`config.mk`:
```
export PLATFORM = sky130hd
export DESIGN_NAME = cau_fifo
export DESIGN_NICKNAME = d
export VERILOG_FILES = /design/src/design/cau_pkg.sv /design/src/design/cau_fifo.sv
export SDC_FILE = /design/constraint.sdc
export NUM_CORES = 1
export LEC_CHECK = 0
export BUFFER_PORTS_ARGS = -buffer_cell sky130_fd_sc_hd__clkbuf_2
export CORE_MARGIN = 1
export CORE_UTILIZATION = 51
export DETAILED_ROUTE_END_ITERATION = 8
export PLACE_DENSITY_LB_ADDON = 0.12
export SLEW_MARGIN = 15
export SYNTH_ARGS = -nofsm -noshare
export SYNTH_HDL_FRONTEND = slang
export SYNTH_SLANG_ARGS = --single-unit
```
`constraint.sdc`:
```
create_clock -name clk -period 6 [get_ports clk]
set_clock_uncertainty 0.05 [all_clocks]
set_input_delay 0.9 -clock clk [delete_from_list [all_inputs] [get_ports clk]]
set_output_delay 0.9 -clock clk [all_outputs]
set_load 0.01 [all_outputs]
```
`src/design/cau_pkg.sv`:
```
// cau_pkg: widths, codes, item and stage types, and shared arithmetic helpers
// for the complex arithmetic unit. No dependencies; every other file uses it.
`default_nettype none

package cau_pkg;

	localparam int DW     = 32;          // operand and result width
	localparam int FW     = 16;          // fraction bits
	localparam int CSTEPS = 16;          // CORDIC iterations
	localparam int GUARD  = 8;           // CORDIC guard bits
	localparam int AFRAC  = 24;          // angle accumulator fraction bits (degrees)
	localparam int PW     = 2 * DW;      // exact product width
	localparam int QB     = DW + 1;      // quotient bits produced by the divider
	localparam int DLW    = PW + DW - FW;// width of the divide overflow bound
	localparam int XW     = DW + GUARD + 3;
	localparam int ZW     = 33;
	localparam int HW     = XW - 1 - 32; // upper slice of x for the gain multiply

	localparam int NST  = QB + 5;          // back pipeline depth
	localparam int CLAT = CSTEPS + 3;      // register depth of the CORDIC unit
	localparam int CD   = NST - 1 - CLAT;  // delay that aligns CORDIC results

	localparam int FIFO_DEPTH = 4;
	localparam int FIFO_AW    = $clog2(FIFO_DEPTH);

	localparam logic [31:0] KGAIN = 32'd2608131496;  // 0.60725293500888 in Q0.32

	typedef logic signed [DW-1:0] data_t;

	localparam data_t VMAX = {1'b0, {(DW-1){1'b1}}};
	localparam data_t VMIN = {1'b1, {(DW-1){1'b0}}};
	localparam logic [PW-1:0] VMAX_W = {{(PW-DW+1){1'b0}}, {(DW-1){1'b1}}};

	localparam logic [1:0] ST_OK   = 2'd0;
	localparam logic [1:0] ST_DIVZ = 2'd1;
	localparam logic [1:0] ST_SAT  = 2'd2;

	// atan(2^-i) in degrees, Q8.24
	localparam logic signed [ZW-1:0] ATAN_DEG [32] = '{
		33'sd754974720, 33'sd445687602, 33'sd235489088, 33'sd119537938,
		33'sd60000934,  33'sd30029717,  33'sd15018523,  33'sd7509720,
		33'sd3754917,   33'sd1877466,   33'sd938734,    33'sd469367,
		33'sd234684,    33'sd117342,    33'sd58671,     33'sd29335,
		33'sd14668,     33'sd7334,      33'sd3667,      33'sd1833,
		33'sd917,       33'sd458,       33'sd229,       33'sd115,
		33'sd57,        33'sd29,        33'sd14,        33'sd7,
		33'sd4,         33'sd2,         33'sd1,         33'sd0
	};

	typedef enum logic [2:0] {
		MODE_ADD = 3'd0,
		MODE_SUB = 3'd1,
		MODE_MUL = 3'd2,
		MODE_DIV = 3'd3,
		MODE_MAG = 3'd4,
		MODE_ANG = 3'd5,
		MODE_EQ  = 3'd6
	} mode_t;

	typedef enum logic [3:0] {
		OP_NOP,
		OP_ADD,
		OP_SUB,
		OP_MUL,
		OP_DIV,
		OP_DIVZ,
		OP_MAG,
		OP_ANG,
		OP_EQ
	} op_t;

	typedef struct packed {
		op_t   op;
		data_t a_re;
		data_t a_im;
		data_t b_re;
		data_t b_im;
	} item_t;

	typedef struct packed {
		op_t   op;
		data_t re;
		data_t im;
		logic  eq;
		logic  sat;
	} ctx_t;

	typedef struct packed {
		data_t v;
		logic  sat;
	} sat_t;

	typedef struct packed {
		data_t mag;
		logic  mag_sat;
		data_t ang;
	} cordic_res_t;

	typedef struct packed {
		logic [PW-1:0] p;    // partial remainder
		logic [QB-1:0] n;    // dividend bits still to bring down
		logic [QB-1:0] q;
		logic          neg;
		logic          ovf;
	} dlane_t;

	typedef struct packed {
		data_t      re;
		data_t      im;
		logic       eq;
		logic [1:0] status;
	} out_t;

	// saturate a sign and magnitude pair to the result width
	function automatic sat_t sm_sat(input logic neg, input logic [PW-1:0] mag);
		sat_t r;
		r.sat = 1'b0;
		if (neg) begin
			if (mag > VMAX_W + PW'(1)) begin
				r.v   = VMIN;
				r.sat = 1'b1;
			end else begin
				r.v = data_t'(DW'(0) - mag[DW-1:0]);
			end
		end else begin
			if (mag > VMAX_W) begin
				r.v   = VMAX;
				r.sat = 1'b1;
			end else begin
				r.v = data_t'(mag[DW-1:0]);
			end
		end
		return r;
	endfunction

	// saturate a sum that grew by one bit
	function automatic sat_t sat_sum(input logic signed [DW:0] s);
		sat_t r;
		if (s[DW] != s[DW-1]) begin
			r.v   = s[DW] ? VMIN : VMAX;
			r.sat = 1'b1;
		end else begin
			r.v   = data_t'(s[DW-1:0]);
			r.sat = 1'b0;
		end
		return r;
	endfunction

	// one restoring division step: bring down a bit, subtract if it fits
	function automatic dlane_t div_step(input dlane_t d, input logic [PW-1:0] den);
		logic [PW:0] pin;
		logic [PW:0] dif;
		dlane_t      r;
		pin = {d.p, d.n[QB-1]};
		dif = pin - {1'b0, den};
		r   = d;
		r.n = d.n << 1;
		if (!dif[PW]) begin
			r.p = dif[PW-1:0];
			r.q = {d.q[QB-2:0], 1'b1};
		end else begin
			r.p = pin[PW-1:0];
			r.q = {d.q[QB-2:0], 1'b0};
		end
		return r;
	endfunction

endpackage

`default_nettype wire

```
`src/design/cau_fifo.sv`:
```
// cau_fifo: short queue of classified requests between front and back.
// Depends on cau_pkg.
`default_nettype none

module cau_fifo (
	input  wire logic           clk,
	input  wire logic           arst_n,
	input  wire logic           push,
	input  wire cau_pkg::item_t push_data,
	output logic                full,
	input  wire logic           pop,
	output cau_pkg::item_t      pop_data,
	output logic                empty
);

	cau_pkg::item_t                mem_q [cau_pkg::FIFO_DEPTH];
	logic [cau_pkg::FIFO_AW-1:0]   wr_ptr_q;
	logic [cau_pkg::FIFO_AW-1:0]   rd_ptr_q;
	logic [cau_pkg::FIFO_AW:0]     cnt_q;
	logic                          do_push;
	logic                          do_pop;

	assign full     = (cnt_q == (cau_pkg::FIFO_AW + 1)'(cau_pkg::FIFO_DEPTH));
	assign empty    = (cnt_q == '0);
	assign do_push  = push && !full;
	assign do_pop   = pop && !empty;
	assign pop_data = mem_q[rd_ptr_q];

	always_ff @(posedge clk or negedge arst_n) begin
		if (!arst_n) begin
			wr_ptr_q <= '0;
			rd_ptr_q <= '0;
			cnt_q    <= '0;
		end else begin
			if (do_push) begin
				wr_ptr_q <= wr_ptr_q + 1'b1;
			end
			if (do_pop) begin
				rd_ptr_q <= rd_ptr_q + 1'b1;
			end
			if (do_push && !do_pop) begin
				cnt_q <= cnt_q + 1'b1;
			end else if (do_pop && !do_push) begin
				cnt_q <= cnt_q - 1'b1;
			end
		end
	end

	always_ff @(posedge clk) begin
		if (do_push) begin
			mem_q[wr_ptr_q] <= push_data;
		end
	end

endmodule

`default_nettype wire

```
==> results by group <==
Synth
  – Main flop type after synthesis: edfxtp_1
  – Ys Warns: 0
  – Most common cell in the netlist: edfxtp_1
  – Post-synth cell types: 20
  – Seq/Total Area, Yosys: 82.48%
  – Mapped Area: 0.01943 sq mm
  – Post-synthesis compound-gate area fraction: 0%
  – Mapped Cells: 726
  – Synthesized flop and latch total: 535
  – Largest cells by area after synthesis: edfxtp_1 82%, mux4_2 15%, dfrtp_1 0.90%
  – Share of flip-flops with an asynchronous set or reset: 1.308%
  – Total nets after synthesis: 868
  – XOR/XNOR Fraction of Synth Area: 0.2704%
  – Cell taking the most area after synthesis: edfxtp_1
  – Share of the synthesized area in the top cell type: 81.58%
  – Synth Area in Simple Gates: 0.2961%
  – Post-synth top cells: 528 x edfxtp_1, 132 x mux4_2, 17 x buf_2
  – Adder-cell area share of the yosys netlist: 0.4249%
  – Syn Area/Cell: 26.77 sq um
  – Mux contribution to synthesized area: 15.41%
  – Post-synth EDFFs: 528
  – Largest family of logic cells by synthesized area: multiplexers

Placement
  – Dpl ws: 2.607 ns
  – DP Area: 0.02139 sq mm
  – PortBufs: 269
  – Global placement routability congestion: 0.7040
  – Dpl cells: 1485
  – DP Wirelength: 21350 um

Timing
  – Tightest Pin Transition: 1.023 ns
  – Final Hold Fails: 0
  – F_max: 261.9 MHz
  – Final min period: 3.819 ns
  – Worst rel slew slack: 31.78%
  – Slew Viols, Final: 0
  – Final setup vio count: 0
  – RSZ-0062 raised after global routing: no
  – Hold WS: 0.09080 ns
  – Final setup margin: 2.181 ns
  – Period utilization: 63.64%
  – Setup TNS: 0 ns

Outcome
  – Status: finished clean

Power and ir drop
  – PwrDens: 502.0 mW/mm^2
  – Max VDD drop: 0.4089 mV
  – Power Total: 11.58 mW
  – Sw Pwr: 3.367 mW
  – Combinational Power Share: 28.0%
  – Internal: 8.210 mW
  – Flop pwr share: 44.8%
  – Pleak: 7.880 nW
  – Clock power share: 27.2%
  – Switching power share of the total: 29.08%

GRT
  – First-pass GRT wire length: 54100 um
  – GR Overflow Total: 0
  – Largest net degree at the start of global routing: 121
  – Vias in the first global route: 8824
  – Gr usage total: 19.10%
  – Initial antenna violation count: 4

Floorplanning
  – Core area: 0.03758 sq mm
  – Full die area: 0.03889 sq mm
  – Initial Utilization: 51.72%
  – Die W: 197.2 um
  – Ports: 270
  – Row count: 71
  – Die H: 197.2 um

Clocking
  – Clk sink count: 535
  – Setup repair bufs after CTS: 0
  – CTS tree: yes
  – Clock Root Buffer: clkbuf_16
  – Clock slew at reported path FFs: 0.06 ns
  – CTS resizes: 0
  – Clk_lat worst skew: 0.59 ns
  – CTS Buf Count: 54
  – Maximum clock insertion buffer count: 3
  – CTS H-Tree Depth: 2
  – Hold bufs inserted after CTS: 0

Critical path
  – Crit path max-delay cell type: dfrtp_4
  – Reg2reg path depth: 4
  – CP required: 5.05 ns
  – CP Class: register to output port
  – CP max FO: 52
  – Startpoint Class: register
  – Crit path capture type: output port
  – Critical path cell sequence: buf_12, mux4_2, clkbuf_2
  – Critical Path Max Stage Delay: 1.00 ns
  – CP Data Arrival Time: 2.87 ns

Layout
  – Nets@finish: 1172
  – Ratio of cells with drive above 1 in the final layout: 45.99%
  – Synthesis-to-layout area growth: 18.66%
  – Final Util: 61.37%
  – Non-filler cells, final: 1584
  – Final Cell Area: 0.02306 sq mm

Worst hold path
  – Hold Path Class: input port to asynchronous set/reset pin

Drt
  – Number of vias per cell: 5.404
  – Vias: 8560
  – Pre-antenna DRT Iters: 4
  – Per-cell routed wire length: 22.88 um
  – Routed Antenna Nets: 0
  – DRC viols: 0
  – Detailed Route WL: 36240 um
  – Initial DRC Count: 472

Job
  – Max-cap violation count: 0
-- cells in the final DEF, fill, tap and decap left out, drive strengths merged, types with 2 or more instances in the layout --
cell type,netlist,final
and2,4,4
buf,26,10
bufinv,0,3
clkbuf,5,334
clkinv,0,26
clkinvlp,0,4
dfrtp,7,7
edfxtp,528,528
ha,5,5
inv,4,4
mux2,2,2
mux4,132,132
xnor2,4,4
xor2,2,2
-- kinds of logic (layout without fill, tap and decap cells) --
group / Yosys count / after routing
XOR/XNOR: 6 / 6
buffers and inverters: 35 / 381
other: 0 / 1
multiplexers: 134 / 134
adder cells (fa/ha/maj): 6 / 6
AND/OR/NAND/NOR: 10 / 10
flip-flops: 535 / 535
-- critical path, delay by kind of cell (launching register included) --
kind     cells  cell delay [ns]
mux          1             0.60
flops        1             1.00
buf+inv      2             0.61
-- layout make-up --
| cell class | instances | area (sq um) |
|---|---|---|
| antenna | 1 | 2.502 |
| clock buffer | 65 | 1414 |
| timing repair buffer | 279 | 1496 |
| sequential | 535 | 16040 |
| multi-input combinational | 156 | 3198 |
| inverter | 4 | 15.01 |
| clock inverter | 33 | 259.0 |
| fill | 2649 | 14520 |
| tap | 511 | 639.4 |
-- routing by layer --
layer	vias to the layer above	track usage, %	wire [um]
met1	4510	26.00	15280
met2	228	29.72	17520
met3	48	7.000	2845
met4	6	4.393	555
met5	-	0	40
li1	3768	-	-
-- worst paths after layout --
check	start	endpoint	slack, ns
worst max-delay path	rd_ptr_q[0]	pop_data[126]	2.18
worst min-delay path	arst_n	rd_ptr_q[0]	0.09
worst max register to register	cnt_q[2]	mem_q[1][83]	3.12
worst min register to register	cnt_q[2]	cnt_q[2]	0.43
max in group asynchronous	arst_n	rd_ptr_q[1]	5.62
min in group clk	cnt_q[2]	cnt_q[2]	0.43
-- power by group through the flow --
stage	sequential, mW	combinational, mW	clock [mW]
6_report	5.19	3.24	3.15
5_1_grt	5.26	3.50	3.37
4_1_cts	5.21	3.35	3.23
3_5_place_dp	5.28	3.35	0
3_3_place_gp	5.25	3.34	0
2_1_floorplan	5.21	2.19	0
-- sequential cells by signal, indices dropped and copies added, names as in the netlist --
| register | flops |
|---|---|
| cnt_q | 3 |
| mem_q | 528 |
| rd_ptr_q | 2 |
| wr_ptr_q | 2 |
Note: power is estimated with default switching activity, not from simulation.
