$ cat src/design/cau_pkg.sv
// cau_pkg: widths, codes, item and stage types, and shared arithmetic helpers
// for the complex arithmetic unit. No dependencies; every other file uses it.
`default_nettype none

package cau_pkg;

	localparam int DW     = 32;          // operand and result width
	localparam int FW     = 16;          // fraction bits
	localparam int CSTEPS = 16;          // CORDIC iterations
	localparam int GUARD  = 8;           // CORDIC guard bits
	localparam int AFRAC  = 24;          // angle accumulator fraction bits (degrees)
	localparam int PW     = 2 * DW;      // exact product width
	localparam int QB     = DW + 1;      // quotient bits produced by the divider
	localparam int DLW    = PW + DW - FW;// width of the divide overflow bound
	localparam int XW     = DW + GUARD + 3;
	localparam int ZW     = 33;
	localparam int HW     = XW - 1 - 32; // upper slice of x for the gain multiply

	localparam int NST  = QB + 5;          // back pipeline depth
	localparam int CLAT = CSTEPS + 3;      // register depth of the CORDIC unit
	localparam int CD   = NST - 1 - CLAT;  // delay that aligns CORDIC results

	localparam int FIFO_DEPTH = 4;
	localparam int FIFO_AW    = $clog2(FIFO_DEPTH);

	localparam logic [31:0] KGAIN = 32'd2608131496;  // 0.60725293500888 in Q0.32

	typedef logic signed [DW-1:0] data_t;

	localparam data_t VMAX = {1'b0, {(DW-1){1'b1}}};
	localparam data_t VMIN = {1'b1, {(DW-1){1'b0}}};
	localparam logic [PW-1:0] VMAX_W = {{(PW-DW+1){1'b0}}, {(DW-1){1'b1}}};

	localparam logic [1:0] ST_OK   = 2'd0;
	localparam logic [1:0] ST_DIVZ = 2'd1;
	localparam logic [1:0] ST_SAT  = 2'd2;

	// atan(2^-i) in degrees, Q8.24
	localparam logic signed [ZW-1:0] ATAN_DEG [32] = '{
		33'sd754974720, 33'sd445687602, 33'sd235489088, 33'sd119537938,
		33'sd60000934,  33'sd30029717,  33'sd15018523,  33'sd7509720,
		33'sd3754917,   33'sd1877466,   33'sd938734,    33'sd469367,
		33'sd234684,    33'sd117342,    33'sd58671,     33'sd29335,
		33'sd14668,     33'sd7334,      33'sd3667,      33'sd1833,
		33'sd917,       33'sd458,       33'sd229,       33'sd115,
		33'sd57,        33'sd29,        33'sd14,        33'sd7,
		33'sd4,         33'sd2,         33'sd1,         33'sd0
	};

	typedef enum logic [2:0] {
		MODE_ADD = 3'd0,
		MODE_SUB = 3'd1,
		MODE_MUL = 3'd2,
		MODE_DIV = 3'd3,
		MODE_MAG = 3'd4,
		MODE_ANG = 3'd5,
		MODE_EQ  = 3'd6
	} mode_t;

	typedef enum logic [3:0] {
		OP_NOP,
		OP_ADD,
		OP_SUB,
		OP_MUL,
		OP_DIV,
		OP_DIVZ,
		OP_MAG,
		OP_ANG,
		OP_EQ
	} op_t;

	typedef struct packed {
		op_t   op;
		data_t a_re;
		data_t a_im;
		data_t b_re;
		data_t b_im;
	} item_t;

	typedef struct packed {
		op_t   op;
		data_t re;
		data_t im;
		logic  eq;
		logic  sat;
	} ctx_t;

	typedef struct packed {
		data_t v;
		logic  sat;
	} sat_t;

	typedef struct packed {
		data_t mag;
		logic  mag_sat;
		data_t ang;
	} cordic_res_t;

	typedef struct packed {
		logic [PW-1:0] p;    // partial remainder
		logic [QB-1:0] n;    // dividend bits still to bring down
		logic [QB-1:0] q;
		logic          neg;
		logic          ovf;
	} dlane_t;

	typedef struct packed {
		data_t      re;
		data_t      im;
		logic       eq;
		logic [1:0] status;
	} out_t;

	// saturate a sign and magnitude pair to the result width
	function automatic sat_t sm_sat(input logic neg, input logic [PW-1:0] mag);
		sat_t r;
		r.sat = 1'b0;
		if (neg) begin
			if (mag > VMAX_W + PW'(1)) begin
				r.v   = VMIN;
				r.sat = 1'b1;
			end else begin
				r.v = data_t'(DW'(0) - mag[DW-1:0]);
			end
		end else begin
			if (mag > VMAX_W) begin
				r.v   = VMAX;
				r.sat = 1'b1;
			end else begin
				r.v = data_t'(mag[DW-1:0]);
			end
		end
		return r;
	endfunction

	// saturate a sum that grew by one bit
	function automatic sat_t sat_sum(input logic signed [DW:0] s);
		sat_t r;
		if (s[DW] != s[DW-1]) begin
			r.v   = s[DW] ? VMIN : VMAX;
			r.sat = 1'b1;
		end else begin
			r.v   = data_t'(s[DW-1:0]);
			r.sat = 1'b0;
		end
		return r;
	endfunction

	// one restoring division step: bring down a bit, subtract if it fits
	function automatic dlane_t div_step(input dlane_t d, input logic [PW-1:0] den);
		logic [PW:0] pin;
		logic [PW:0] dif;
		dlane_t      r;
		pin = {d.p, d.n[QB-1]};
		dif = pin - {1'b0, den};
		r   = d;
		r.n = d.n << 1;
		if (!dif[PW]) begin
			r.p = dif[PW-1:0];
			r.q = {d.q[QB-2:0], 1'b1};
		end else begin
			r.p = pin[PW-1:0];
			r.q = {d.q[QB-2:0], 1'b0};
		end
		return r;
	endfunction

endpackage

`default_nettype wire

$ cat src/design/cau_in_if.sv
// cau_in_if: request channel of the complex arithmetic unit (mode, operands).
// Depends on cau_pkg for widths.
`default_nettype none

interface cau_in_if;
	logic                          valid;
	logic                          ready;
	logic [2:0]                    mode;
	logic signed [cau_pkg::DW-1:0] a_re;
	logic signed [cau_pkg::DW-1:0] a_im;
	logic signed [cau_pkg::DW-1:0] b_re;
	logic signed [cau_pkg::DW-1:0] b_im;

	modport source (output valid, mode, a_re, a_im, b_re, b_im, input ready);
	modport sink (input valid, mode, a_re, a_im, b_re, b_im, output ready);
endinterface

`default_nettype wire

$ cat src/design/cau_front.sv
// cau_front: accepts requests, decodes the mode and flags the zero-operand
// cases into an operation class. Depends on cau_pkg and cau_in_if.
`default_nettype none

module cau_front (
	input  wire logic          clk,
	input  wire logic          arst_n,
	cau_in_if.sink             operands,
	output cau_pkg::item_t     item,
	output logic               item_valid,
	input  wire logic          item_ready
);

	cau_pkg::item_t cls;
	cau_pkg::item_t item_s1;
	logic           v_q;
	logic           a_zero;
	logic           b_zero;

	assign a_zero = (operands.a_re == '0) && (operands.a_im == '0);
	assign b_zero = (operands.b_re == '0) && (operands.b_im == '0);

	always_comb begin
		cls.a_re = operands.a_re;
		cls.a_im = operands.a_im;
		cls.b_re = operands.b_re;
		cls.b_im = operands.b_im;
		unique case (operands.mode)
			cau_pkg::MODE_ADD: cls.op = cau_pkg::OP_ADD;
			cau_pkg::MODE_SUB: cls.op = cau_pkg::OP_SUB;
			cau_pkg::MODE_MUL: cls.op = cau_pkg::OP_MUL;
			cau_pkg::MODE_DIV: cls.op = b_zero ? cau_pkg::OP_DIVZ : cau_pkg::OP_DIV;
			cau_pkg::MODE_MAG: cls.op = cau_pkg::OP_MAG;
			// angle of the origin is defined as zero
			cau_pkg::MODE_ANG: cls.op = a_zero ? cau_pkg::OP_NOP : cau_pkg::OP_ANG;
			cau_pkg::MODE_EQ:  cls.op = cau_pkg::OP_EQ;
			default:           cls.op = cau_pkg::OP_NOP;
		endcase
	end

	assign operands.ready = !v_q || item_ready;

	always_ff @(posedge clk or negedge arst_n) begin
		if (!arst_n) begin
			v_q <= 1'b0;
		end else if (operands.ready) begin
			v_q <= operands.valid;
		end
	end

	always_ff @(posedge clk) begin
		if (operands.ready && operands.valid) begin
			item_s1 <= cls;
		end
	end

	assign item       = item_s1;
	assign item_valid = v_q;

endmodule

`default_nettype wire

$ cat src/flat_wrapper.sv
// flat-port wrapper written by rule: the top's interface ports become plain ports
module cau_front_flat 
  (clk, arst_n, item, item_valid, item_ready, operands_valid, operands_mode, operands_a_re, operands_a_im, operands_b_re, operands_b_im, operands_ready);
  cau_in_if operands_i ();
  input  wire logic clk;
  input  wire logic arst_n;
  output cau_pkg::item_t item;
  output logic item_valid;
  input  wire logic item_ready;
  input wire logic [$bits(operands_i.valid)-1:0] operands_valid;
  input wire logic [$bits(operands_i.mode)-1:0] operands_mode;
  input wire logic [$bits(operands_i.a_re)-1:0] operands_a_re;
  input wire logic [$bits(operands_i.a_im)-1:0] operands_a_im;
  input wire logic [$bits(operands_i.b_re)-1:0] operands_b_re;
  input wire logic [$bits(operands_i.b_im)-1:0] operands_b_im;
  output wire logic [$bits(operands_i.ready)-1:0] operands_ready;
  assign operands_i.valid = operands_valid;
  assign operands_i.mode = operands_mode;
  assign operands_i.a_re = operands_a_re;
  assign operands_i.a_im = operands_a_im;
  assign operands_i.b_re = operands_b_re;
  assign operands_i.b_im = operands_b_im;
  assign operands_ready = operands_i.ready;
  cau_front u_core (.clk(clk), .arst_n(arst_n), .operands(operands_i), .item(item), .item_valid(item_valid), .item_ready(item_ready));
endmodule
$ cat config.mk
export PLATFORM = sky130hd
export DESIGN_NAME = cau_front_flat
export DESIGN_NICKNAME = d
export VERILOG_FILES = /design/src/design/cau_pkg.sv /design/src/design/cau_in_if.sv /design/src/design/cau_front.sv /design/src/flat_wrapper.sv
export SDC_FILE = /design/constraint.sdc
export NUM_CORES = 1
export LEC_CHECK = 0
export ABC_AREA = 1
export BUFFER_PORTS_ARGS = -buffer_cell sky130_fd_sc_hd__buf_2
export CAP_MARGIN = 5
export CORE_AREA = 2 2 106 108
export DETAILED_ROUTE_END_ITERATION = 8
export DIE_AREA = 0 0 108 110
export PLACE_DENSITY = 0.78
export SLEW_MARGIN = 20
export SYNTH_ARGS = -nofsm -noshare
export SYNTH_HDL_FRONTEND = slang
export SYNTH_SLANG_ARGS = --single-unit
$ cat constraint.sdc
create_clock -name clk -period 15.6 [get_ports clk]
set_input_delay 3.12 -clock clk [delete_from_list [all_inputs] [get_ports clk]]
set_output_delay 3.12 -clock clk [all_outputs]
set_load 0.005 [all_outputs]
==> flow_metrics.env, run 1 <==
export IMPL_diodes=0
export IMPL_clk_pin_slew_ns=0.06
export IMPL_utilization=0.627
export IMPL_grt_max_degree=71
export IMPL_synth_area_um2=4540
export IMPL_cts_setup_buffers=0
export IMPL_finalClockSkew_ns=0.00669
export IMPL_grt_pass1_vias=3277
export IMPL_cp_cell_sequence="buf_2 -> inv_1 -> nand2_1 -> buf_2"
export IMPL_cts_tree="built"
export IMPL_met3_usage=0.0876
export IMPL_fin_setup_tns_ns=0
export IMPL_slew_viol_final=0
export IMPL_coreArea_um2=10700
export IMPL_max_stage_delay_ns=0.13
export IMPL_rsz0062_at_grt="no"
export IMPL_clkSinkCount=133
export IMPL_nets=697
export IMPL_drive_above_1_share=0.525
export IMPL_hpwl_um=8270
export IMPL_grtUsageTotal=0.181
export IMPL_hold_viol=0
export IMPL_drcViolationCount=0
export IMPL_ant_nets=0
export IMPL_synth_distinct_cells=12
export IMPL_num_rows=38
export IMPL_maxCapViolCount=0
export IMPL_area_growth_syn_to_layout_pct=47.8
export IMPL_postCtsResizedCells=0
export IMPL_die_y_um=110
export IMPL_dieArea_um2=11900
export IMPL_instances_no_fill=715
export IMPL_cts_htree_levels=4
export IMPL_clock_latency_ns=0.51
export IMPL_cts_root_buffer="clkbuf_8"
export IMPL_worstMarginPinSlew_ns=0.870
export IMPL_clockBufferDepth=2
export IMPL_busiest_layer="met2"
export IMPL_viasPerCell=4.55
export IMPL_period_share=0.425
export IMPL_ctsHoldBuffers=0
export IMPL_crit_top_cell="buf_2"
export IMPL_start_util=0.424
export IMPL_leakage_nw=2.85
export IMPL_io_pins=269
export IMPL_power_density_nw_per_um2=134
export IMPL_endpoint_kind="primary output"
export IMPL_setup_violations=0
export IMPL_fmax_ghz=0.151
export IMPL_hold_path_class="reg -> reg"
export IMPL_cp_max_fo=2
export IMPL_postSynthCellCount=273
export IMPL_synth_area_top_cells="edfxtp_1 (87%), nor2_1 (6.9%), nand2_1 (3.1%), nand3_1 (0.66%), dfrtp_1 (0.55%)"
export IMPL_numCtsBuffers=17
export IMPL_irDropWorstVdd_uv=71.7
export IMPL_grt_first_pass_wirelength_um=15600
export IMPL_critical_path_required_ns=12.48
export IMPL_place_inst=683
export IMPL_synth_top_area_frac=0.874
export IMPL_slowest_stage="buf_2"
export IMPL_max_slew_margin_rel=0.420
export IMPL_dr_pass1_iters=5
export IMPL_min_period_ns=6.64
export IMPL_die_x_um=108
export IMPL_grt_ovfl_total=0
export IMPL_status="finished, final reports clean"
export IMPL_ys_seq_area_frac=0.879
export IMPL_wl_per_cell_um=15.2
export IMPL_io_buffers=268
export IMPL_num_vias=3250
export IMPL_arrival_ns=3.52
export IMPL_place_gp_congestion=0.761
export IMPL_criticalPathCategory="in -> out"
export IMPL_antenna_found_initial=0
export IMPL_drtIter0Drc=150
export IMPL_yosysWarningCount=0
export IMPL_worst_setup_path_start_kind="input port"
export IMPL_synth_top_cell_by_area="edfxtp_1"
export IMPL_wl_um=10900
export IMPL_synth_avg_cell_area_um2=16.6
export IMPL_grt_met1_usage=0.182
export IMPL_met2_usage=0.323
export IMPL_ys_ff_latch=133
export IMPL_syn_nets=408
path summary, 6_finish.rpt:
check / start / to / slack [ns] / cells after the start
min in group asynchronous: arst_n / u_core.item_valid$_DFFE_PN0N_ / 2.37 / 1
max in group asynchronous: arst_n / u_core.item_valid$_DFFE_PN0N_ / 13.15 / 1
setup / recovery: item_ready / operands_ready / 8.96 / 4
hold reg to reg: u_core.item_valid$_DFFE_PN0N_ / u_core.item_valid$_DFFE_PN0N_ / 0.60 / 2
hold / removal: u_core.item_valid$_DFFE_PN0N_ / u_core.item_valid$_DFFE_PN0N_ / 0.60 / 2
setup reg to reg: u_core.item_valid$_DFFE_PN0N_ / u_core.item[20]$_DFFE_PP_ / 13.14 / 3
final cells by class:
class,count,area (um^2)
timing repair buffer,270,1360
inverter,5,18.8
sequential,133,3990
fill,835,3990
clock buffer,18,418
multi-input combinational,135,541
tap,140,175
clock inverter,14,209
placed cells by master (no fill, tap or decap):
| cell | instances |
|---|---|
| buf_2 | 268 |
| edfxtp_1 | 132 |
| nor2_1 | 84 |
| nand2_1 | 37 |
| clkbuf_16 | 16 |
| nand3_1 | 6 |
| bufinv_16 | 5 |
| inv_1 | 4 |
| nand4_1 | 3 |
| clkinvlp_4 | 3 |
| clkinv_2 | 3 |
| nor3_1 | 2 |
| clkinv_4 | 2 |
| buf_4 | 2 |
| inv_2 | 1 |
| and2_1 | 1 |
| o21ai_0 | 1 |
| a21oi_4 | 1 |
| clkbuf_8 | 1 |
| clkbuf_1 | 1 |
| clkinv_1 | 1 |
| dfrtp_1 | 1 |
cell usage after synthesis:
| cell | number |
|---|---|
| edfxtp_1 | 132 |
| nand3_1 | 6 |
| dfrtp_1 | 1 |
| a21oi_1 | 1 |
| o21ai_0 | 1 |
| nor3_1 | 2 |
| and2_1 | 1 |
| inv_2 | 1 |
| nor2_1 | 84 |
| nand4_1 | 3 |
| nand2_1 | 37 |
| inv_1 | 4 |
metrics by stage:
step | power, W | worst slack, ns | instance area (um^2) | hold WS, ns
finish | 0.000898 | 8.96 | 6710 | 0.596
global route | 0.000932 | 8.93 | 6710 | 0.629
CTS | 0.000908 | 8.97 | 6710 | 0.601
detailed placement | 0.000489 | 8.97 | 6080 | 0.584
global placement | 0.000487 | 8.97 | 6080 | 0.560
floorplan | 0.000450 | 5.42 | 4540 | 0.528
routing by layer:
| metal | vias up | wire (um) |
|---|---|---|
| li1 | 1563 | - |
| met1 | 1510 | 3720 |
| met2 | 160 | 5820 |
| met3 | 17 | 1140 |
| met4 | 0 | 180 |
| met5 | - | 0 |
cell families after synthesis:
kind of cell	count (synthesis)	synth area share
AOI/OAI and AO/OA	2	0.00220
buffers and inverters	5	0.00414
DFF	133	0.879
and+or+nand+nor	133	0.114
worst max-delay path, delay by kind of cell:
family,cells,cell delay [ns]
buffers and inverters,3,0.33
AND/OR/NAND/NOR,1,0.08
report_power, final:
| group | internal, W | switching [W] | total [W] |
|---|---|---|---|
| sequential | 0.000418 | 0.00000455 | 0.000422 |
| combinational | 0.0000271 | 0.0000322 | 0.0000593 |
| clock | 0.000274 | 0.000142 | 0.000417 |
| total | 0.000719 | 0.000179 | 0.000898 |
state kept, by name, indices dropped and copies added (netlist names):
| register | cells |
|---|---|
| u_core.item_valid | 1 |
| u_core.item | 132 |
(Power assumes the default switching activity.)
==> run 2, diff against run 1 <==
--- a/config.mk
+++ b/config.mk
@@ -8,10 +8,9 @@
 export ABC_AREA = 1
 export BUFFER_PORTS_ARGS = -buffer_cell sky130_fd_sc_hd__buf_2
 export CAP_MARGIN = 5
-export CORE_AREA = 2 2 106 108
+export CORE_UTILIZATION = 39
 export DETAILED_ROUTE_END_ITERATION = 8
-export DIE_AREA = 0 0 108 110
-export PLACE_DENSITY = 0.78
+export PLACE_DENSITY = 0.76
 export SLEW_MARGIN = 20
 export SYNTH_ARGS = -nofsm -noshare
 export SYNTH_HDL_FRONTEND = slang
==> constraint.sdc (replaced) <==
create_clock -name clk -period 5.48 [get_ports clk]
set_input_delay 1.096 -clock clk [delete_from_list [all_inputs] [get_ports clk]]
set_output_delay 1.096 -clock clk [all_outputs]
set_load 0.005 [all_outputs]
==> run 2 against run 1 <==
  * Utilization is 4.5 points lower
  * Non-clock buffer count stayed put
  * First-iteration DRC count is 5.3% higher
  * Critical path type unchanged
  * Critical endpoint unchanged
==> flow_metrics.env, run 2 (synthesis gave the netlist of run 1 again) <==
export IMPL_status="finished, final reports clean"
export IMPL_final_cell_mix="buf_2 (268), edfxtp_1 (132), nor2_1 (84)"
export IMPL_die_x_um=110
export IMPL_hold_path_class="in -> async"
export IMPL_finalPower_w=0.00237
export IMPL_nets=697
export IMPL_nFillCells=930
export IMPL_dr_pass1_iters=4
export IMPL_cts_root_buffer="clkbuf_16"
export IMPL_met1_length_um=3960
export IMPL_grt_ovfl_total=0
export IMPL_leakage_nw=2.80
export IMPL_highest_layer="met4"
export IMPL_wl_met2_um=5620
export IMPL_ctsHoldBuffers=0
export IMPL_num_vias=3297
export IMPL_criticalPathCategory="in -> out"
export IMPL_wl_um=10800
export IMPL_power_density_nw_per_um2=358
export IMPL_rsz0062_at_grt="no"
export IMPL_slew_viol_final=0
export IMPL_die_y_um=110
export IMPL_drive_above_1_share=0.516
export IMPL_cts_tree="built"
export IMPL_max_stage_delay_ns=0.13
export IMPL_cts_setup_buffers=0
export IMPL_setup_violations=0
export IMPL_area_growth_syn_to_layout_pct=45.9
export IMPL_crit_family="buffers and inverters"
export IMPL_irDropWorstVdd_uv=215
export IMPL_clkSinkCount=133
export IMPL_utilization=0.582
export IMPL_critical_path_required_ns=4.38
export IMPL_viasPerCell=4.60
export IMPL_r2r_cells=2
export IMPL_period_share=0.474
export IMPL_max_slew_margin_rel=0.386
export IMPL_io_pins=269
export IMPL_clk_pin_slew_ns=0.05
export IMPL_num_rows=39
export IMPL_fmax_ghz=0.385
export IMPL_clock_latency_ns=0.40
export IMPL_hpwl_um=8230
export IMPL_antenna_found_initial=0
export IMPL_final_common_cell="buf_2"
export IMPL_diodes=0
export IMPL_ant_nets=0
export IMPL_crit_top_cell="buf_2"
export IMPL_cp_num_cells=4
export IMPL_grtUsageTotal=0.175
export IMPL_wl_met3_um=936
export IMPL_drtIter0Drc=158
export IMPL_endpoint_kind="primary output"
export IMPL_min_period_ns=2.60
export IMPL_finalClockSkew_ns=0.00557
export IMPL_cp_cell_sequence="buf_2 -> inv_1 -> nand2_1 -> buf_2"
export IMPL_cp_max_fo=2
export IMPL_grt_first_pass_wirelength_um=15100
export IMPL_slowest_stage="buf_2"
export IMPL_numCtsBuffers=17
export IMPL_io_buffers=268
export IMPL_coreArea_um2=11400
export IMPL_start_util=0.399
export IMPL_hold_viol=0
export IMPL_clockBufferDepth=2
export IMPL_grt_max_degree=69
export IMPL_grt_pass1_vias=3191
export IMPL_fin_setup_tns_ns=0
export IMPL_cp_num_buf_inv=3
export IMPL_wl_per_cell_um=15.1
export IMPL_largest_reg_flops=132
export IMPL_dieArea_um2=12100
export IMPL_drcViolationCount=0
export IMPL_worst_setup_path_start_kind="input port"
export IMPL_postCtsResizedCells=0
export IMPL_arrival_ns=1.50
export IMPL_worstMarginPinSlew_ns=0.919
export IMPL_cts_htree_levels=4
export IMPL_place_gp_congestion=0.768
export IMPL_maxCapViolCount=0
-- run 2: changes by cell type in the layout (fill, tap and decap cells not counted), sizes merged --
| cell | previous run | this run |
|---|---|---|
| bufinv | 5 | 1 |
| clkbuf | 18 | 19 |
| clkinv | 6 | 8 |
-- run 2: worst paths after layout --
path / endpoint / slack [ns] / startpoint
setup / recovery: operands_ready / 2.88 / item_ready
hold / removal: u_core.item_valid$_DFFE_PN0N_ / 0.45 / arst_n
setup reg to reg: u_core.item[126]$_DFFE_PP_ / 3.38 / u_core.item_valid$_DFFE_PN0N_
hold reg to reg: u_core.item_valid$_DFFE_PN0N_ / 0.63 / u_core.item_valid$_DFFE_PN0N_
max in group asynchronous: u_core.item_valid$_DFFE_PN0N_ / 4.94 / arst_n
min in group clk: u_core.item_valid$_DFFE_PN0N_ / 0.63 / u_core.item_valid$_DFFE_PN0N_
-- run 2: metrics by stage --
stage	instances	worst slack [ns]	hold WS, ns	cell area, um^2
5_1_grt	717	2.87	0.436	6620
3_3_place_gp	686	2.65	0.561	6100
4_1_cts	717	2.89	0.431	6620
3_5_place_dp	686	2.56	0.622	6100
2_1_floorplan	273	0.0395	0.551	4540
6_report	717	2.88	0.454	6620
-- run 2: cell type report --
class / count / area (um^2) / share of cell area
clock inverter: 12 / 90.1 / 0.0136
sequential: 133 / 3990 / 0.603
inverter: 5 / 18.8 / 0.00284
timing repair buffer: 270 / 1370 / 0.207
multi-input combinational: 135 / 541 / 0.0817
tap: 143 / 179 / 0.0270
clock buffer: 19 / 433 / 0.0654
-- run 2: where the power goes --
group	leakage, nW	internal (W)	switching [W]
clock network	0.246	0.000610	0.000389
registers	1.27	0.00119	0.0000134
logic	1.28	0.0000785	0.0000928
-- run 2: per-layer routing --
metal | track usage | up-vias
li1 | - | 1563
met1 | 0.181 | 1532
met2 | 0.300 | 178
met3 | 0.0634 | 24
met4 | 0.107 | 0
met5 | 0 | -
==> run 3, diff against run 2 <==
--- a/config.mk
+++ b/config.mk
@@ -8,9 +8,9 @@
 export ABC_AREA = 1
 export BUFFER_PORTS_ARGS = -buffer_cell sky130_fd_sc_hd__buf_2
 export CAP_MARGIN = 5
-export CORE_UTILIZATION = 39
+export CORE_UTILIZATION = 43
 export DETAILED_ROUTE_END_ITERATION = 8
-export PLACE_DENSITY = 0.76
+export PLACE_DENSITY = 0.79
 export SLEW_MARGIN = 20
 export SYNTH_ARGS = -nofsm -noshare
 export SYNTH_HDL_FRONTEND = slang
==> constraint.sdc (replaced) <==
create_clock -name clk -period 2.6 [get_ports clk]
set_input_delay 0.52 -clock clk [delete_from_list [all_inputs] [get_ports clk]]
set_output_delay 0.52 -clock clk [all_outputs]
set_load 0.005 [all_outputs]
==> run 3 against run 2 <==
  * Utilization rose by 6.8 points
  * Critical path depth fell by 2
  * Critical endpoint unchanged
  * Sequential share of layout area fell by 0.58 points
  * Clock skew rose by 0.0013 ns
  * Flip-flop and latch count did not move
  * Worst setup slack got worse by 1.9 ns
  * Combinational power rose by 110%
  * Clock-buffer cell count rose by 1
  * Die area fell by 9.1%
  * Non-clock buffer count rose by 1
  * Final area rose by 0.96%
  * Total power rose by 120%
==> flow_metrics.env, run 3 (synthesis gave the netlist of run 1 again) <==
export IMPL_status="finished, final reports clean"
export IMPL_power_density_nw_per_um2=770
export IMPL_clockBufferDepth=2
export IMPL_clkPwrFrac=0.437
export IMPL_worst_setup_path_start_kind="flop"
export IMPL_criticalPathCategory="reg -> out"
export IMPL_finalClockSkew_ns=0.00683
export IMPL_cts_tree="built"
export IMPL_nets=698
export IMPL_place_gp_congestion=0.764
export IMPL_hold_path_class="in -> reg"
export IMPL_cts_htree_levels=4
export IMPL_drcViolationCount=0
export IMPL_cp_max_fo=3
export IMPL_dr_pass1_iters=4
export IMPL_clk_pin_slew_ns=0.05
export IMPL_rsz0062_at_grt="no"
export IMPL_num_rows=37
export IMPL_ctsHoldBuffers=1
export IMPL_leakage_nw=2.83
export IMPL_grt_first_pass_wirelength_um=16000
export IMPL_grt_max_degree=62
export IMPL_wl_um=10500
export IMPL_dieArea_um2=11000
export IMPL_grt_pass1_vias=3274
export IMPL_die_y_um=105
export IMPL_postCtsResizedCells=0
export IMPL_clkSinkCount=133
export IMPL_cts_setup_buffers=0
export IMPL_worstMarginPinSlew_ns=0.497
export IMPL_intPower_w=0.00411
export IMPL_hold_viol=0
export IMPL_slew_viol_final=0
export IMPL_min_period_ns=1.64
export IMPL_viasPerCell=4.55
export IMPL_switchingPower_w=0.00103
export IMPL_maxCapViolCount=0
export IMPL_die_x_um=105
export IMPL_setup_slack_ns=0.956
export IMPL_num_vias=3234
export IMPL_grtUsageTotal=0.196
export IMPL_post_place_ws_ns=0.694
export IMPL_coreArea_um2=10300
export IMPL_grt_ovfl_total=0
export IMPL_cts_root_buffer="clkbuf_8"
export IMPL_p_comb_frac=0.071
export IMPL_ant_nets=0
export IMPL_numCtsBuffers=17
export IMPL_critical_path_required_ns=2.08
export IMPL_period_share=0.632
export IMPL_diodes=0
export IMPL_final_common_cell="buf_2"
export IMPL_fin_hold_ws_ns=0.207
export IMPL_io_buffers=268
export IMPL_irDropWorstVdd_uv=388
export IMPL_largest_reg_flops=132
export IMPL_hpwl_um=8160
export IMPL_setup_violations=0
export IMPL_area_growth_syn_to_layout_pct=47.3
export IMPL_fmax_ghz=0.608
export IMPL_antenna_found_initial=0
export IMPL_final_cell_mix="buf_2 (268), edfxtp_1 (132), nor2_1 (84)"
export IMPL_power_switching_share=0.200
export IMPL_arrival_ns=1.12
export IMPL_start_util=0.441
export IMPL_drive_above_1_share=0.520
export IMPL_drtIter0Drc=125
export IMPL_max_slew_margin_rel=0.668
export IMPL_io_pins=269
export IMPL_p_seq_frac=0.492
export IMPL_wl_per_cell_um=14.8
export IMPL_clock_latency_ns=0.50
export IMPL_endpoint_kind="primary output"
run 3: final timing paths:
| path | startpoint | endpoint | slack, ns | depth (start not counted) |
|---|---|---|---|---|
| worst max-delay path | u_core.item_valid$_DFFE_PN0N_ | operands_ready | 0.96 | 2 |
| worst min-delay path | operands_a_re[23] | u_core.item[119]$_DFFE_PP_ | 0.21 | 1 |
| worst max register to register | u_core.item_valid$_DFFE_PN0N_ | u_core.item[32]$_DFFE_PP_ | 1.02 | 2 |
| worst min register to register | u_core.item_valid$_DFFE_PN0N_ | u_core.item_valid$_DFFE_PN0N_ | 0.58 | 2 |
| max in group asynchronous | arst_n | u_core.item_valid$_DFFE_PN0N_ | 2.19 | 2 |
| min in group asynchronous | arst_n | u_core.item_valid$_DFFE_PN0N_ | 0.32 | 2 |
run 3: metal layers:
metal / wire [um] / vias up / track usage
li1: - / 1564 / -
met1: 3640 / 1495 / 0.201
met2: 5810 / 160 / 0.350
met3: 910 / 15 / 0.0811
met4: 170 / 0 / 0.0865
met5: 0 / - / 0
run 3: stage by stage:
stage	power [W]	setup TNS, ns	instance area, um^2	cells	util
floorplan	0.00268	-72.02	4560	273	-
global placement	0.00293	0	6110	679	0.595
detailed placement	0.00295	0	6110	679	0.595
CTS	0.00520	0	6680	711	0.650
global route	0.00532	0	6680	711	0.650
finish	0.00514	0	6680	711	0.650
run 3: critical path, stage by stage (launching register included):
cell     delay [ns]
dfrtp_1        0.41
nand2_1        0.10
buf_2          0.11
run 3: area by class of cell:
| class | count | area (um^2) |
|---|---|---|
| repair buffers | 271 | 1390 |
| well taps | 136 | 170 |
| multi-input cells | 135 | 541 |
| inverters | 5 | 31.3 |
| fillers | 789 | 3590 |
| clock buffers | 20 | 425 |
| clock inverters | 11 | 135 |
| flip-flops and latches | 133 | 3990 |
run 3: power by group through the flow:
| stage | sequential [W] | combinational [W] | clock [W] |
|---|---|---|---|
| after floorplan | 0.00260 | 0.0000769 | 0 |
| after global placement | 0.00257 | 0.000355 | 0 |
| after detailed placement | 0.00258 | 0.000369 | 0 |
| after CTS | 0.00253 | 0.000371 | 0.00229 |
| after global routing | 0.00254 | 0.000402 | 0.00238 |
| final | 0.00253 | 0.000365 | 0.00225 |
